--- config.mk ---
export PLATFORM = sky130hd
export DESIGN_NAME = fkh_front
export DESIGN_NICKNAME = d
export VERILOG_FILES = /design/src/hdl/fkh_pkg.sv /design/src/hdl/fkh_front.sv
export SDC_FILE = /design/constraint.sdc
export NUM_CORES = 1
export LEC_CHECK = 0
export ABC_AREA = 1
export BUFFER_PORTS_ARGS = -buffer_cell sky130_fd_sc_hd__buf_2
export CORE_MARGIN = 1.5
export CORE_UTILIZATION = 32
export CTS_CLUSTER_DIAMETER = 40
export DETAILED_ROUTE_END_ITERATION = 7
export PLACE_DENSITY_LB_ADDON = 0.25
export SETUP_SLACK_MARGIN = 0.4
export SLEW_MARGIN = 20
export SYNTH_ARGS = -nofsm -noshare
export SYNTH_HDL_FRONTEND = slang
export SYNTH_SLANG_ARGS = --single-unit
--- constraint.sdc ---
create_clock -name clk -period 9.7 [get_ports clk]
set_input_delay 0.97 -clock clk [delete_from_list [all_inputs] [get_ports clk]]
set_output_delay 0.97 -clock clk [all_outputs]
set_load 0.005 [all_outputs]
--- src/hdl/fkh_pkg.sv ---
//------------------------------------------------------------------------------
// Flow key hash table package
// Shared request and result types and status and action codes.
//------------------------------------------------------------------------------
`default_nettype none
package fkh_pkg;

    localparam logic [1:0] ACT_LOOKUP  = 2'd0;
    localparam logic [1:0] ACT_REMOVE  = 2'd1;
    localparam logic [1:0] ACT_DUP     = 2'd2;

    localparam logic [1:0] ST_FOUND    = 2'd0;
    localparam logic [1:0] ST_INSERTED = 2'd1;
    localparam logic [1:0] ST_REMOVED  = 2'd2;
    localparam logic [1:0] ST_FAILED   = 2'd3;

    localparam int KEY_W   = 128;
    localparam int COUNT_W = 14;

    typedef struct packed {
        logic [1:0]  action;
        logic [31:0] src_addr;
        logic [31:0] dst_addr;
        logic [15:0] src_port;
        logic [15:0] dst_port;
        logic [31:0] ack_number;
    } fkh_request_t;

    typedef struct packed {
        logic [1:0]  status;
        logic [9:0]  bucket;
        logic [2:0]  slot;
        logic [13:0] live_count;
    } fkh_result_t;

    function automatic logic [KEY_W-1:0] key_of(input fkh_request_t r);
        return {r.src_addr, r.dst_addr, r.src_port, r.dst_port, r.ack_number};
    endfunction

endpackage
`default_nettype wire

--- src/hdl/fkh_front.sv ---
//------------------------------------------------------------------------------
// Flow key hash table front end
// Accepts requests, computes the bucket and queues them for the back end.
//------------------------------------------------------------------------------
`default_nettype none
module fkh_front
    import fkh_pkg::*;
#(
    parameter int BUCKETS = 1024
) (
    input  wire logic                       clk,
    input  wire logic                       rst_n,
    input  wire logic                       start,
    input  wire fkh_request_t               request,
    output logic                            busy,
    output logic                            q_valid,
    output fkh_request_t                    q_request,
    output logic [$clog2(BUCKETS)-1:0]      q_bucket,
    input  wire logic                       q_pop
);
    localparam int BW = $clog2(BUCKETS);

    logic              full_reg, full_next;
    fkh_request_t      req_reg;
    logic [BW-1:0]     bkt_reg;
    logic [31:0]       hash;

    assign hash = request.src_addr ^ request.dst_addr ^ {16'd0, request.src_port}
                ^ {16'd0, request.dst_port} ^ request.ack_number;
    assign busy      = full_reg;
    assign q_valid   = full_reg;
    assign q_request = req_reg;
    assign q_bucket  = bkt_reg;

    always_comb
    begin
        full_next = full_reg;
        if (q_pop)
        begin
            full_next = 1'b0;
        end
        if (start && !full_reg)
        begin
            full_next = 1'b1;
        end
    end

    always_ff @(posedge clk or negedge rst_n)
    begin
        if (!rst_n)
        begin
            full_reg <= 1'b0;
        end
        else
        begin
            full_reg <= full_next;
        end
    end

    always_ff @(posedge clk)
    begin
        if (start && !full_reg)
        begin
            req_reg <= request;
            bkt_reg <= hash[BW-1:0];
        end
    end
endmodule
`default_nettype wire

==> metrics.md <==
| Metric | Value |
|---|---|
| Status | `complete, no violations` |
| Vias per cell | `approximately 4.3` |
| Netlist cell types | `10` |
| CTS Hold Buffers Added | `0` |
| Leakage | `3.25 nW` |
| Total number of vias | `~3.3k` |
| Final Slew Violations | `0` |
| Final min period | `2.49 ns` |
| Skew final | `around 0.0041 ns` |
| Vias in the first global route | `~3.3k` |
| Worst rel slew slack | `38.1%` |
| Worst Setup Start Kind | `primary input` |
| Cell Rows | `44` |
| Final nets | `714` |
| Setup TNS | `0 ns` |
| Max FO, Critical Path | `75` |
| Io pins | `approximately 280` |
| Layout cell share with drive strength beyond 1 | `about 55%` |
| Residual DRC | `0` |
| DR WL/cell | `about 14 µm` |
| Iter 0 DRT Violations | `around 140` |
| Maxcap violations | `0` |
| Most common cell after layout, fill and taps aside | `buf_2` |
| Hold crit path type | `in2async` |
| RSZ-0062 raised after global routing | `false` |
| Initial antenna violation count | `0` |
| Maximum VDD drop | `about 0.00011 V` |
| Final core utilization | `48.4%` |
| Cts repair resizes | `0` |
| Largest net degree at the start of global routing | `76` |
| Detailed-placement wirelength estimate | `~8.3 mm` |
| Final global-route overflow total | `0` |
| Mapped Nets | `420` |
| Power Density | `around 220 nW/µm²` |
| Initial core utilization | `33.2%` |
| Core area | `approximately 15000 µm²` |
| WL final | `11.0 mm` |
| Die X | `about 130 µm` |
| Yosys warns | `0` |
| Total power | `0.00156 W` |
| Drt first pass iters | `4` |
| Area delta synth->final | `45.9%` |
| GP Congestion | `0.735` |
| Worst skew pair latency | `a little over 0.4 ns` |
| Clock-pin transition on the worst setup and hold timing paths | `roughly 0.06 ns` |
| CP cell instances | `buf_2, nand2_1, inv_6, buf_4` |
| CTS root buf | `clkbuf_16` |
| Area contributors post-synth | `edfxtp_1 86%, nand2_1 4.7%, inv_1 2.5%, nand3_1 2.1%, xor2_1 1.8%` |
| Synth top area share | `roughly 86%` |
| Setup violations, final | `0` |
| Slowest cell on the critical path | `buf_4` |
| H-Tree Depth | `4` |
| Antenna Nets Post-Route | `0` |
| Req. time, crit path | `9.73 ns` |
| Area leader, netlist | `edfxtp_1` |
| Worst-Margin Slew | `0.929 ns` |
| Hold Fails Final Rpt | `0` |
| Most frequent cells in the layout | `275 x buf_2, 140 x edfxtp_1, 61 x nand2_1` |
| Final period util | `between 20% and 30%` |
| Max Clk Rate | `between 400 and 500 MHz` |
| DIE AREA | `roughly 16000 µm²` |
| Antenna diodes | `0` |
| CTS tree | `done` |
| Flip-flop and latch count after synthesis | `between 100 and 150` |
| First-pass GRT wire length | `about 17 mm` |
| Synth Cell Area | `4880 µm²` |
| Clk buf depth | `2` |
| R2r worst-path depth | `4` |
| Max incr delay on CP | `slightly above 0.8 ns` |
| Avg Synthesized Cell Area | `~17 µm²` |
| Die H | `about 130 µm` |
| # clock sinks | `approximately 140` |
| # port buffers | `approximately 280` |
| Crit end category | `flop` |
| Sequential-to-total area share from yosys stat | `about 87%` |
| Critical path type | `in2reg` |
| Gate Count Post-Synth | `~290` |
| Critical path arrival | `2.52 ns` |
| Reg2reg setup slack | `around 7.4 ns` |
| All-layer global routing usage | `between 10% and 20%` |
| Setup bufs post-CTS | `0` |
| CTS Buf Count | `17` |
## path summary, 6_finish.rpt
kind,end,start
hold / removal,busy,rst_n
min in group clk,busy,busy
setup reg to reg,q_request[82],busy
setup / recovery,q_request[82],start
max in group asynchronous,busy,rst_n
hold reg to reg,busy,busy
## sequential cells by signal (all words and copies together) (netlist names)
register / cells
busy: 1
q_bucket: 10
q_request: 130
## through the flow
| step | hold slack (ns) | cells | setup WS (ns) | cell area, µm² |
|---|---|---|---|---|
| final | 0.326 | 777 | 7.21 | 7120 |
| after global routing | 0.300 | 777 | 7.06 | 7120 |
| after CTS | 0.299 | 777 | 7.21 | 7120 |
| after detailed placement | 0.561 | 745 | 6.76 | 6490 |
| after global placement | 0.548 | 745 | 6.82 | 6490 |
| after floorplan | 0.554 | 286 | 5.48 | 4880 |
## cells by family after synthesis
logic type             synth area share, %
XOR/XNOR                              1.80
AND/OR/NAND/NOR                       8.03
buffers and inverters                 3.39
AO/OA/AOI/OAI                        0.102
flip-flops                            86.7
## synth_stat cells
master / n
inv_2: 10
nand3_1: 20
dfrtp_1: 1
o21ai_0: 1
inv_1: 32
edfxtp_1: 140
xor2_1: 10
nand2_2: 10
buf_4: 1
nand2_1: 61
## power breakdown
part | internal, W | total, W | leakage, nW | switching [W]
Combinational | 0.0000563 | 0.000130 | 1.61 | 0.0000737
Clock | 0.000452 | 0.000687 | 0.307 | 0.000235
Sequential | 0.000728 | 0.000738 | 1.33 | 0.0000101
## metal layers
metal | global-route usage (%) | up-vias | routed length, µm
li1 | - | 1586 | -
met1 | 14.3 | 1554 | 4040
met2 | 24.0 | 174 | 5630
met3 | 6.66 | 17 | 1140
met4 | 7.17 | 0 | 229
met5 | 0 | - | 0
## final cells by class
| type | count | area, µm² |
|---|---|---|
| Clock inverter | 14 | 199 |
| Fill cell | 1310 | 7580 |
| Timing Repair Buffer | 276 | 1380 |
| Inverter | 42 | 163 |
| Multi-Input combinational cell | 102 | 484 |
| Sequential cell | 141 | 4230 |
| Clock buffer | 18 | 429 |
| Tap cell | 184 | 230 |
## worst max-delay path, delay by kind of cell
kind          cells  cell delay (ns)
buf+inv           3             1.34
simple gates      1             0.11
Power figures use the tool's default switching activity.
